==> src/rtl/core/psrd_pkg.sv <==
// psrd_pkg: shared types and constants for the peak step-rate detector
// no dependencies; used by psrd_div and peak_step_rate_detector
package psrd_pkg;

  // step rate result width and the Q8 rate numerator (1000 ms * 256)
  localparam int unsigned RATE_W = 18;
  localparam logic [RATE_W-1:0] RATE_NUM = 18'd256000;
  localparam logic [RATE_W-1:0] RATE_MAX = 18'h3FFFF;

  // peak threshold register, Q8.8 m/s^2, reset is 10.3 truncated
  localparam int unsigned THRESH_W = 16;
  localparam logic signed [THRESH_W-1:0] THRESH_RESET = 16'sd2636;

  // divider iteration counter, counts 0..RATE_W
  localparam int unsigned DIV_CNT_W = $clog2(RATE_W + 1);

  // divider status back to the sequencer
  typedef struct packed {
    logic busy;
    logic done;
  } div_stat_t;

endpackage

==> src/rtl/core/peak_step_rate_detector.sv <==
// peak_step_rate_detector: three-point peak detector with threshold and step-rate output
// depends on psrd_pkg and psrd_div
//
// Takes timestamped acceleration samples (ms, signed Q8.8) one transaction at a time and
// holds a three-sample window. Each sample after the second judges the middle one and
// emits its time and value, a peak flag on out_tuser and, for a peak, the step rate
// 256000 / (ms since previous peak) in Q8 Hz, saturated to all ones on a zero gap.
// The first sample, or any sample with in_tuser set, restarts the window and seeds the
// last peak time; it and the second sample give no result. The input is taken only when
// the sequencer is idle: a sample that gives no result only passes S_EVAL, one that gives a
// result without a divide passes S_EVAL and S_OUT, and a peak whose rate goes through
// the shared restoring divider (18 quotient bits, one per cycle) passes S_EVAL, S_DIV and
// S_OUT; S_OUT holds until the output register is free, and the next sample can be accepted
// once the sequencer is back in S_IDLE. A finished result waits in the output register
// and blocks only the following result, not the following transaction. The threshold
// register may be written at any time the block is idle; cfg_ready is always high.
module peak_step_rate_detector #(
  parameter int unsigned TIME_WIDTH   = 48,
  parameter int unsigned SAMPLE_WIDTH = 16
) (
  input  logic clk,
  input  logic rst_n,
  // input samples
  input  logic                       in_tvalid,
  output logic                       in_tready,
  // [TIME_WIDTH-1:0] sample_time, then sample_value, zero padded to bytes
  input  logic [((TIME_WIDTH+SAMPLE_WIDTH+7)/8)*8-1:0] in_tdata,
  // [0] start_req
  input  logic                       in_tuser,
  // judged samples
  output logic                       out_tvalid,
  input  logic                       out_tready,
  // [TIME_WIDTH-1:0] out_time, then out_value, then step_rate, zero padded to bytes
  output logic [((TIME_WIDTH+SAMPLE_WIDTH+psrd_pkg::RATE_W+7)/8)*8-1:0] out_tdata,
  // [0] peak
  output logic                       out_tuser,
  // threshold register write
  input  logic                       cfg_valid,
  output logic                       cfg_ready,
  input  logic [psrd_pkg::THRESH_W-1:0] cfg_data
);

  localparam int unsigned OUT_DW = ((TIME_WIDTH+SAMPLE_WIDTH+psrd_pkg::RATE_W+7)/8)*8;
  // compare width wide enough for both sample and threshold
  localparam int unsigned CMP_W  = (SAMPLE_WIDTH > psrd_pkg::THRESH_W) ?
                                   SAMPLE_WIDTH : psrd_pkg::THRESH_W;

  // sequencer codes
  localparam logic [1:0] S_IDLE = 2'd0;
  localparam logic [1:0] S_EVAL = 2'd1;
  localparam logic [1:0] S_DIV  = 2'd2;
  localparam logic [1:0] S_OUT  = 2'd3;

  logic [1:0]                       state_r, state_nxt;
  logic [1:0]                       fill_r, fill_nxt;
  logic signed [psrd_pkg::THRESH_W-1:0] thr_r, thr_nxt;

  // accepted sample
  logic [TIME_WIDTH-1:0]            new_time_r, new_time_nxt;
  logic signed [SAMPLE_WIDTH-1:0]   new_value_r, new_value_nxt;
  logic                             new_start_r, new_start_nxt;

  // window and last peak time
  logic signed [SAMPLE_WIDTH-1:0]   older_r, older_nxt;
  logic signed [SAMPLE_WIDTH-1:0]   middle_r, middle_nxt;
  logic [TIME_WIDTH-1:0]            mid_time_r, mid_time_nxt;
  logic [TIME_WIDTH-1:0]            last_peak_r, last_peak_nxt;

  // pending result
  logic [TIME_WIDTH-1:0]            res_time_r, res_time_nxt;
  logic signed [SAMPLE_WIDTH-1:0]   res_value_r, res_value_nxt;
  logic                             res_peak_r, res_peak_nxt;
  logic [psrd_pkg::RATE_W-1:0]      res_rate_r, res_rate_nxt;

  // output register
  logic                             out_valid_r, out_valid_nxt;
  logic [TIME_WIDTH-1:0]            out_time_r, out_time_nxt;
  logic signed [SAMPLE_WIDTH-1:0]   out_value_r, out_value_nxt;
  logic                             out_peak_r, out_peak_nxt;
  logic [psrd_pkg::RATE_W-1:0]      out_rate_r, out_rate_nxt;

  // evaluation terms
  logic signed [CMP_W-1:0]          mid_ext, thr_ext;
  logic                             is_peak;
  logic [TIME_WIDTH-1:0]            gap;
  logic [63:0]                      gap_ext;
  logic                             gap_fits;

  // divider hookup
  logic                             div_start;
  logic [psrd_pkg::RATE_W-1:0]      div_quo;
  psrd_pkg::div_stat_t              div_stat;

  assign in_tready = (state_r == S_IDLE);
  assign cfg_ready = 1'b1;

  assign mid_ext  = CMP_W'(middle_r);
  assign thr_ext  = CMP_W'(thr_r);
  assign is_peak  = (middle_r > older_r) && (middle_r > new_value_r) && (mid_ext > thr_ext);
  // gap wraps modulo 2^TIME_WIDTH on decreasing timestamps
  assign gap      = mid_time_r - last_peak_r;
  assign gap_ext  = 64'(gap);
  // any gap at or above 2^RATE_W ms gives a zero quotient
  assign gap_fits = ((gap_ext >> psrd_pkg::RATE_W) == 64'd0);

  always_comb begin
    state_nxt     = state_r;
    fill_nxt      = fill_r;
    thr_nxt       = thr_r;
    new_time_nxt  = new_time_r;
    new_value_nxt = new_value_r;
    new_start_nxt = new_start_r;
    older_nxt     = older_r;
    middle_nxt    = middle_r;
    mid_time_nxt  = mid_time_r;
    last_peak_nxt = last_peak_r;
    res_time_nxt  = res_time_r;
    res_value_nxt = res_value_r;
    res_peak_nxt  = res_peak_r;
    res_rate_nxt  = res_rate_r;
    out_valid_nxt = out_valid_r;
    out_time_nxt  = out_time_r;
    out_value_nxt = out_value_r;
    out_peak_nxt  = out_peak_r;
    out_rate_nxt  = out_rate_r;
    div_start     = 1'b0;

    if (cfg_valid && cfg_ready) begin
      thr_nxt = cfg_data;
    end

    // output register drains independently of the sequencer
    if (out_valid_r && out_tready) begin
      out_valid_nxt = 1'b0;
    end

    case (state_r)
      S_IDLE: begin
        if (in_tvalid) begin
          new_time_nxt  = in_tdata[TIME_WIDTH-1:0];
          new_value_nxt = in_tdata[TIME_WIDTH+SAMPLE_WIDTH-1:TIME_WIDTH];
          new_start_nxt = in_tuser;
          state_nxt     = S_EVAL;
        end
      end
      S_EVAL: begin
        if (new_start_r || (fill_r == 2'd0)) begin
          // restart: sample seeds the window and the last peak time
          older_nxt     = '0;
          middle_nxt    = new_value_r;
          mid_time_nxt  = new_time_r;
          last_peak_nxt = new_time_r;
          fill_nxt      = 2'd1;
          state_nxt     = S_IDLE;
        end else if (fill_r == 2'd1) begin
          older_nxt    = middle_r;
          middle_nxt   = new_value_r;
          mid_time_nxt = new_time_r;
          fill_nxt     = 2'd2;
          state_nxt    = S_IDLE;
        end else begin
          res_time_nxt  = mid_time_r;
          res_value_nxt = middle_r;
          res_peak_nxt  = is_peak;
          res_rate_nxt  = '0;
          state_nxt     = S_OUT;
          if (is_peak) begin
            last_peak_nxt = mid_time_r;
            if (gap == '0) begin
              res_rate_nxt = psrd_pkg::RATE_MAX;
            end else if (gap_fits) begin
              div_start = 1'b1;
              state_nxt = S_DIV;
            end
          end
          older_nxt    = middle_r;
          middle_nxt   = new_value_r;
          mid_time_nxt = new_time_r;
        end
      end
      S_DIV: begin
        if (div_stat.done) begin
          res_rate_nxt = div_quo;
          state_nxt    = S_OUT;
        end
      end
      S_OUT: begin
        // load once the previous result has left
        if (!out_valid_r || out_tready) begin
          out_valid_nxt = 1'b1;
          out_time_nxt  = res_time_r;
          out_value_nxt = res_value_r;
          out_peak_nxt  = res_peak_r;
          out_rate_nxt  = res_rate_r;
          state_nxt     = S_IDLE;
        end
      end
      default: begin
        state_nxt = S_IDLE;
      end
    endcase
  end

  always_ff @(posedge clk) begin
    if (!rst_n) begin
      state_r     <= S_IDLE;
      fill_r      <= 2'd0;
      thr_r       <= psrd_pkg::THRESH_RESET;
      out_valid_r <= 1'b0;
    end else begin
      state_r     <= state_nxt;
      fill_r      <= fill_nxt;
      thr_r       <= thr_nxt;
      out_valid_r <= out_valid_nxt;
    end
    new_time_r  <= new_time_nxt;
    new_value_r <= new_value_nxt;
    new_start_r <= new_start_nxt;
    older_r     <= older_nxt;
    middle_r    <= middle_nxt;
    mid_time_r  <= mid_time_nxt;
    last_peak_r <= last_peak_nxt;
    res_time_r  <= res_time_nxt;
    res_value_r <= res_value_nxt;
    res_peak_r  <= res_peak_nxt;
    res_rate_r  <= res_rate_nxt;
    out_time_r  <= out_time_nxt;
    out_value_r <= out_value_nxt;
    out_peak_r  <= out_peak_nxt;
    out_rate_r  <= out_rate_nxt;
  end

  // shared divider for the rate quotient
  psrd_div u_div (
    .clk      (clk),
    .rst_n    (rst_n),
    .start    (div_start),
    .divisor  (gap_ext[psrd_pkg::RATE_W-1:0]),
    .stat     (div_stat),
    .quotient (div_quo)
  );

  assign out_tvalid = out_valid_r;
  assign out_tdata  = OUT_DW'({out_rate_r, out_value_r, out_time_r});
  assign out_tuser  = out_peak_r;

  // a non-peak result never carries a rate
  a_rate_zero_no_peak: assert property (@(posedge clk) disable iff (!rst_n)
    (out_valid_r && !out_peak_r) |-> (out_rate_r == '0))
    else $error("nonzero step rate on a non-peak result");

  // while waiting on the divider it must be running or just finished
  a_div_alive: assert property (@(posedge clk) disable iff (!rst_n)
    (state_r == S_DIV) |-> (div_stat.busy || div_stat.done))
    else $error("sequencer waits on an idle divider");

  // a new result only comes out of the output stage
  a_out_from_seq: assert property (@(posedge clk) disable iff (!rst_n)
    $rose(out_valid_r) |-> ($past(state_r) == S_OUT))
    else $error("result raised outside the output stage");

  // window fill never exceeds two held samples
  a_fill_range: assert property (@(posedge clk) disable iff (!rst_n)
    fill_r != 2'd3)
    else $error("window fill count out of range");

endmodule

==> src/rtl/core/psrd_div.sv <==
// psrd_div: restoring divider computing RATE_NUM / divisor, one quotient bit per cycle
// depends on psrd_pkg
module psrd_div (
  input  logic                            clk,
  input  logic                            rst_n,
  input  logic                            start,
  input  logic [psrd_pkg::RATE_W-1:0]     divisor,
  output psrd_pkg::div_stat_t             stat,
  output logic [psrd_pkg::RATE_W-1:0]     quotient
);

  logic                              busy_r, busy_nxt;
  logic                              done_r, done_nxt;
  logic [psrd_pkg::DIV_CNT_W-1:0]    cnt_r, cnt_nxt;
  logic [psrd_pkg::RATE_W-1:0]       rem_r, rem_nxt;
  logic [psrd_pkg::RATE_W-1:0]       num_r, num_nxt;
  logic [psrd_pkg::RATE_W-1:0]       dvs_r, dvs_nxt;
  logic [psrd_pkg::RATE_W:0]         trial;
  logic                              take;

  // shift next numerator bit into the partial remainder and try to subtract
  assign trial = {rem_r, num_r[psrd_pkg::RATE_W-1]};
  assign take  = (trial >= {1'b0, dvs_r});

  always_comb begin
    busy_nxt = busy_r;
    done_nxt = 1'b0;
    cnt_nxt  = cnt_r;
    rem_nxt  = rem_r;
    num_nxt  = num_r;
    dvs_nxt  = dvs_r;
    if (start) begin
      busy_nxt = 1'b1;
      cnt_nxt  = '0;
      rem_nxt  = '0;
      num_nxt  = psrd_pkg::RATE_NUM;
      dvs_nxt  = divisor;
    end else if (busy_r) begin
      // remainder stays below the numerator, so it fits in RATE_W bits
      rem_nxt = take ? psrd_pkg::RATE_W'(trial - {1'b0, dvs_r})
                     : psrd_pkg::RATE_W'(trial);
      num_nxt = {num_r[psrd_pkg::RATE_W-2:0], take};
      cnt_nxt = cnt_r + 1'b1;
      if (cnt_r == psrd_pkg::DIV_CNT_W'(psrd_pkg::RATE_W - 1)) begin
        busy_nxt = 1'b0;
        done_nxt = 1'b1;
      end
    end
  end

  always_ff @(posedge clk) begin
    if (!rst_n) begin
      busy_r <= 1'b0;
      done_r <= 1'b0;
      cnt_r  <= '0;
    end else begin
      busy_r <= busy_nxt;
      done_r <= done_nxt;
      cnt_r  <= cnt_nxt;
    end
    rem_r <= rem_nxt;
    num_r <= num_nxt;
    dvs_r <= dvs_nxt;
  end

  assign stat.busy = busy_r;
  assign stat.done = done_r;
  assign quotient  = num_r;

endmodule
==> config.mk <==
export PLATFORM = sky130hd
export DESIGN_NAME = peak_step_rate_detector
export DESIGN_NICKNAME = d
export VERILOG_FILES = /design/src/rtl/core/psrd_pkg.sv /design/src/rtl/core/peak_step_rate_detector.sv /design/src/rtl/core/psrd_div.sv
export SDC_FILE = /design/constraint.sdc
export NUM_CORES = 1
export LEC_CHECK = 0
export ABC_AREA = 1
export BUFFER_PORTS_ARGS = -buffer_cell sky130_fd_sc_hd__buf_2
export CORE_MARGIN = 5
export CORE_UTILIZATION = 60
export CTS_CLUSTER_SIZE = 16
export DETAILED_ROUTE_END_ITERATION = 6
export PLACE_DENSITY = 0.91
export SLEW_MARGIN = 30
export SYNTH_ARGS = -nofsm -noshare
export SYNTH_HDL_FRONTEND = slang
export SYNTH_SLANG_ARGS = --single-unit
==> constraint.sdc <==
create_clock -name clk -period 23.9 [get_ports clk]
set_input_delay 7.17 -clock clk [delete_from_list [all_inputs] [get_ports clk]]
set_output_delay 7.17 -clock clk [all_outputs]
set_load 0.005 [all_outputs]
# Word-level counts from Yosys, hierarchy flattened
# Index checks and enable logic that the tools add are counted.
# Widths: inputs -> output; s select.
[op_classes]
order_cmp = 4
n_addsub = 3
eq_ne = 11
bitwise_logic = 4
muxes = 34
reduce_logical = 22
[ops]
columns = ["cell", "count"]
rows = [
  ["$mux 48", 3],
  ["$mux 18", 6],
  ["$logic_not 64->1", 1],
  ["$gt 16x16->1", 3],
  ["$logic_not 48->1", 1],
  ["$sub 48x48->48", 1],
  ["$pmux 18 s2", 1],
  ["$ge 19x18->1", 1],
  ["$sub 18x18->18", 1],
  ["$mux 1", 16],
  ["$mux 2", 7],
  ["$ne 2x2->1 const B", 5],
  ["$reduce_and 3->1", 3],
  ["$pmux 2 s4", 1],
  ["$reduce_and 2->1", 3],
  ["$reduce_bool 2->1", 3],
  ["$add 5x1->5 const B", 1],
  ["$eq 5x5->1 const B", 1],
  ["$eq 2x1->1 const B", 2],
  ["$eq 2x2->1 const B", 2],
  ["$logic_not 2->1", 2],
  ["$not 1->1", 4],
  ["$reduce_and 4->1", 1],
  ["$logic_and 1x1->1", 3],
  ["other kinds (5)", 6],
]
[totals]
in_bits = 86
ff_bits = 441
elab_cells = 103

# Depth between registers and ports, before layout
# Gate-level depths: netlist of run 1.
[logic_depth]
depth_word = 9
mapped_depth = 23

# Modules after synthesis
# From an unflattened synthesis of run 1, not the netlist that was laid out.
[hier_totals]
hier_cells = 2410
area_unflattened_um2 = 22064.9
[modules_own_cells]
columns = ["mod", "area_each_um2", "n_inst", "seq_area_each_um2", "cells_each"]
rows = [
  ["peak_step_rate_detector", 18238.7, 1, 11200.7, 1860],
  ["psrd_div", 3826.2, 1, 1401.3, 550],
]

# Worst setup path before layout of run 1
# OpenSTA, ideal clock, no wires.
[synth_timing]
path_type = "input port to flip-flop"
start = "in in_tvalid"
end = "reg new_start_r (enable)"
t_arrival_ns = 11.616
setup_ns = 0.568
slack_ns = 11.716
cell_stages = 2
path_cell_list = "inv_1 > nor3_1"
[synth_via]
elab_chain_len = 1
[synth_lines]
columns = ["item", "line", "source"]
rows = [
  ["start: declaration", "peak_step_rate_detector.sv:24", "input logic in_tvalid,"],
  ["$reduce_and 2->1 (no line)", "n/a", ""],
  ["end signal: assignment", "peak_step_rate_detector.sv:218", "new_start_r <= new_start_nxt;"],
  ["end: declaration", "peak_step_rate_detector.sv:61", "logic new_start_r, new_start_nxt;"],
]
# No other way between the ends.
# A chain may end at the register's enable or synchronous reset.

==> flow_summary.toml, run 1 <==
[timing]
rsz0062_at_grt = "false"
tightestPinTransition_ns = 0.9839
hold-worst-slack_ns = 0.4173
relSlewSlack_pct = 34.40
hold_violations = 0
fin_tns_setup_ns = 0
min_period_ns = 8.492
slew_violations = 0
fin_crit_sh_pct = 35.53
fin_skew_ns = 0.02287
fin_ws_ns = 15.41
max_freq_mhz = 117.8
setup_viol = 0

[cts]
cts_setup_buffers = 0
cts_tree = "done"
worstSkewPairLatency_ns = 0.57
cts_root_buf = "clkbuf_16"
hold_buffers = 0
cts_max_level = 2
clock_sinks = 441
clkSlewWorstSetupHoldPaths_ns = 0.06
cts_buffers = 44
cts_resized = 0
clockBufferDepth = 3

[placed_design]
gp_congestion = 0.9122
placed_cells = 2966
place_ws_ns = 14.56
port_buffers = 170
dp_hpwl_um = 37820

[logic_synthesis]
synthArstFlopShare_pct = 0
ys_types = 47
ys.flop_type = "edfxtp_1"
yosysWarningCount = 0
synth_top_cell_area_share_pct = 51.84
synth_cells = 2359
synthTopCellsByArea = "edfxtp_1, nand2_1, inv_1, ha_1, dfxtp_1"
synth-seq-cells = 441
syn_area_per_cell_um2 = 9.257
syn-cell-area_mm2 = 0.02184
synth_seq_area_share_pct = 57.71
synth_top_area_cell = "edfxtp_1"
synth_edf_count = 377

[global_routing]
gr-total-overflow = 0
grt_pass1_vias = 16540
grt_pass1_wl_um = 84190
grt_start_max_net_pins = 67
antenna_found_initial = 2
gr-usage-all-layers_pct = 25.86

[floorplan]
ios = 178
die_area_mm2 = 0.04031
die_h_um = 200.8
placeableCoreArea_mm2 = 0.03574
initial_core_util_pct = 61.10
die_w_um = 200.8
num_rows = 69

[drt]
final_antenna_net_count = 0
firstDrtPassIters = 6
wl_per_cell_um = 17.46
drtIter0Drc = 1372
routed_wl_um = 53200
vias = 16370
drc_errors = 0
routed_via_density = 5.374

[final_layout]
area_growth_pct = 13.18
nets = 2755
drive_above_1_share_pct = 12.18
diodes = 0
final_cells = 3047
mostFrequentLayoutCell = "nand2_1"
final_cell_mix = "nand2_1, inv_1, edfxtp_1"

[worst_setup_path]
arrival_ns = 1.32
cp.required_ns = 16.73
endpoint_kind = "primary output"
criticalPathCategory = "register to primary output"
crit_path_start_kind = "register"
cp_max_fo = 6

[pwr]
power.leakage_uw = 0.01145
ir_drop_mv = 0.07549
power_uw = 2154
cellPowerDensity_mw_per_mm2 = 87.15

[run_status]
status = "finished clean"

[worst_hold_path]
min_path_type = "register to register"

[flow_run]
drv_cap = 0
## state kept, by name, summed over array words and instances, names as in the netlist, 2 cells and up, named ones only
name / flops
res_rate_r: 18
out_value_r: 16
fill_r: 2
u_div.rem_r: 18
u_div.dvs_r: 18
last_peak_r: 48
older_r: 16
res_value_r: 16
mid_time_r: 48
out_time_r: 48
new_value_r: 16
u_div.quotient: 18
new_time_r: 48
res_time_r: 48
thr_ext: 16
out_rate_r: 18
u_div.cnt_r: 5
mid_ext: 16
## worst max-delay path, cell delays in order (launching register included)
cell	delay, ns
dfxtp_1	0.39
nor2_1	0.23
buf_2	0.16
## cell type report
| class | count | area (um2) |
|---|---|---|
| clock inverters | 22 | 302.8 |
| inverters | 438 | 1647 |
| well taps | 461 | 576.8 |
| multi-input cells | 1446 | 7441 |
| flip-flops and latches | 441 | 12600 |
| fillers | 2655 | 11030 |
| repair buffers | 181 | 953.4 |
| clock buffers | 58 | 1194 |
## synthesized netlist by cell type (18+ instances only)
| master | count |
|---|---|
| inv_1 | 434 |
| nor2_2 | 37 |
| nor2_1 | 179 |
| nand2_1 | 713 |
| o21ai_0 | 76 |
| edfxtp_1 | 377 |
| ha_1 | 115 |
| dfxtp_1 | 64 |
| nand3_1 | 83 |
| clkbuf_1 | 27 |
| a21oi_1 | 106 |
| xor2_1 | 18 |
| nand4_1 | 21 |
## worst paths after layout
check / cells past startpoint / endpoint / start / slack (ns)
min reg2reg: 0 / out_time_r[3] / res_time_r[3] / 0.42
max reg2reg: 19 / u_div.dvs_r[2] / mid_time_r[0] / 19.72
min: 0 / out_time_r[3] / res_time_r[3] / 0.42
max: 2 / in_tready / register / 15.41
## per-layer routing
layer / wire length, um / share of wire, % / track usage [%] / vias up
met5: 15 / 0.028 / 0 / -
met4: 1733 / 3.3 / 8.358 / 4
met3: 3668 / 6.9 / 4.766 / 144
met2: 26770 / 50 / 46.29 / 637
met1: 21010 / 39 / 31.88 / 7636
li1: - / - / - / 7953
## logic make-up (layout without fill, tap and decap cells)
logic type	count (synthesis)	in the layout	synth area share, %
AO/OA/AOI/OAI	218	218	5.443
buffers and inverters	477	699	8.554
other	2	7	0.03439
AND/OR/NAND/NOR	1077	1077	20.40
adder cells (fa/ha/maj)	117	117	6.772
XOR/XNOR	27	27	1.083
flip-flops	441	441	57.71
## report_power, final
group | switching [uW] | total [uW] | internal (uW)
Clock | 293 | 714 | 421
Combinational | 335 | 485 | 150
Sequential | 33.7 | 955 | 922
## metrics by stage
| step | utilization [%] | area (um2) |
|---|---|---|
| global route | 69.15 | 24720 |
| finish | 69.15 | 24720 |
| global placement | 64.88 | 23190 |
| CTS | 69.08 | 24690 |
| floorplan | - | 21860 |
| detailed placement | 64.89 | 23190 |
Power figures use the tool's default switching activity.
==> inputs of run 2 (changes only) <==
Settings changed: CORE_UTILIZATION 60 to 55, PLACE_DENSITY 0.91 to 0.88.
Clock period 23.9 ns to 7 ns, I/O delays scaled along.
==> run 2 against run 1 <==
Against the previous run:
- register-to-register slack worse by 17 ns
- via count shrank 0.49%
- hold slack worse by 0.0014 ns
- largest power group unchanged
- critical path type is now register to register
- critical endpoint is now u_div.dvs_r[9]
- routed wire length is 1.8% lower
==> flow_summary.toml, run 2 (synthesis gave the netlist of run 1 again) <==
[floorplan]
die_w_um = 209.3
initial_core_util_pct = 55.22
ios = 178
placeableCoreArea_mm2 = 0.03955
die_h_um = 209.3
num_rows = 73
die_area_mm2 = 0.04379

[cts]
cts_buffers = 44
cts_root_buf = "clkbuf_16"
cts_max_level = 2
clkSlewWorstSetupHoldPaths_ns = 0.06
cts_tree = "done"
worstSkewPairLatency_ns = 0.58
cts_setup_buffers = 0
hold_buffers = 0
cts_resized = 0
clock_sinks = 441
clockBufferDepth = 3

[pwr]
p_comb_share_pct = 23.0
pwr-share-seq_pct = 45.0
p_sw_uw = 2253
power_uw = 7231
cellPowerDensity_mw_per_mm2 = 292.7
clock_power_share_pct = 31.9
power.leakage_uw = 0.01140
intPower_uw = 4979
ir_drop_mv = 0.2481
power_switching_share_pct = 31.15

[worst_setup_path]
reg2regPathDepth = 19
timing.rr.start = "mid_time_r[0]"
r2r_setup_slack_ns = 3.06
cp_max_fo = 48
arrival_ns = 4.13
crit_path_start_kind = "register"
crit_chain = "inv_1, ha_1, inv_1, fa_1, nand2_1, nor2_1, nand2_1, nand3_1, nand3_1, nand3_1, nor2_1, nor2_1, nor2_1, nand2_1, nor2_1, nand2_1, nor2_2, nand4_4, inv_4"
cp_common_cell = "nor2_1"
cp.required_ns = 7.19
cp_slowest_cell = "inv_4"
slowest_delay_ns = 0.56
criticalPathCategory = "register to register"
r2r-end = "u_div.dvs_r[9]"
endpoint_kind = "register"
crit_path_end = "u_div.dvs_r[9]"
cp-startpoint = "mid_time_r[0]"

[global_routing]
gr-usage-all-layers_pct = 23.64
gr-total-overflow = 0
antenna_found_initial = 0
grt_pass1_wl_um = 83370
grt_pass1_vias = 16440
grt_start_max_net_pins = 68

[run_status]
status = "finished clean"

[final_layout]
multi_input_area_mm2 = 0.007447
diodes = 0
nets = 2755
mostFrequentLayoutCell = "nand2_1"
final-seq-area_mm2 = 0.01260
final_cell_mix = "nand2_1, inv_1, edfxtp_1"
drive_above_1_share_pct = 12.10
fillers = 3115
area_growth_pct = 13.13

[timing]
relSlewSlack_pct = 34.55
slew_violations = 0
tightestPinTransition_ns = 0.9818
min_period_ns = 3.938
setup_viol = 0
hold-worst-slack_ns = 0.4158
fin_tns_setup_ns = 0
hold_violations = 0
fin_skew_ns = 0.02803
max_freq_mhz = 253.9
fin_crit_sh_pct = 56.26
fin_ws_ns = 3.062
rsz0062_at_grt = "false"

[drt]
routed_via_density = 5.236
firstDrtPassIters = 6
drtIter0Drc = 1198
vias = 16290
drc_errors = 0
final_antenna_net_count = 0
wl_per_cell_um = 16.78
routed_wl_um = 52220

[placed_design]
gp_congestion = 0.9697
place_ws_ns = 3.127
dp_hpwl_um = 38520
port_buffers = 170

[worst_hold_path]
min_path_type = "register to register"

[flow_run]
drv_cap = 0
run 2: power by group through the flow:
| stage | Sequential [uW] | Clock [uW] | Combinational [uW] |
|---|---|---|---|
| floorplan | 3280 | 0 | 1140 |
| global placement | 3300 | 0 | 1570 |
| detailed placement | 3310 | 0 | 1630 |
| CTS | 3260 | 2350 | 1650 |
| global route | 3280 | 2460 | 1860 |
| finish | 3260 | 2310 | 1670 |
run 2: cell type report:
class,instances,area share [%]
clock inverter,19,0.8914
multi-input combinational,1446,30.14
sequential,441,51.01
tap,525,2.659
inverter,438,6.665
clock buffer,62,4.852
timing repair buffer,181,3.778
run 2: worst max-delay path, delay by kind of cell, from the launching register on:
| family | cells | cell delay (ns) |
|---|---|---|
| adder cells (fa/ha/maj) | 2 | 0.60 |
| buffers and inverters | 3 | 0.77 |
| flip-flops | 1 | 0.38 |
| AND/OR/NAND/NOR | 14 | 1.80 |
run 2: metrics by stage:
| stage | cells | area (um2) | utilization, % |
|---|---|---|---|
| floorplan | 2364 | 21870 | - |
| global route | 3112 | 24700 | 62.47 |
| finish | 3112 | 24700 | 62.47 |
| CTS | 3112 | 24700 | 62.47 |
| detailed placement | 3031 | 23290 | 58.88 |
| global placement | 3031 | 23280 | 58.87 |
run 2: how the worst min path moves through the flow:
stage	from	endpoint	slack (ns)	cells past startpoint
after global routing	res_value_r[10]	out_value_r[10]	0.42	0
after global placement	res_rate_r[0]	out_rate_r[0]	0.40	0
final	res_value_r[9]	out_value_r[9]	0.42	0
after CTS	res_value_r[10]	out_value_r[10]	0.42	0
after floorplan	res_rate_r[0]	out_rate_r[0]	0.40	0
after detailed placement	res_rate_r[9]	out_rate_r[9]	0.40	0
run 2: metal layers:
metal,vias to the layer above,GRT usage (%),part of all wire [%]
li1,7956,-,-
met2,600,43.33,52
met5,-,0,0
met4,0,7.583,2.5
met1,7638,28.81,39
met3,100,3.423,6.6
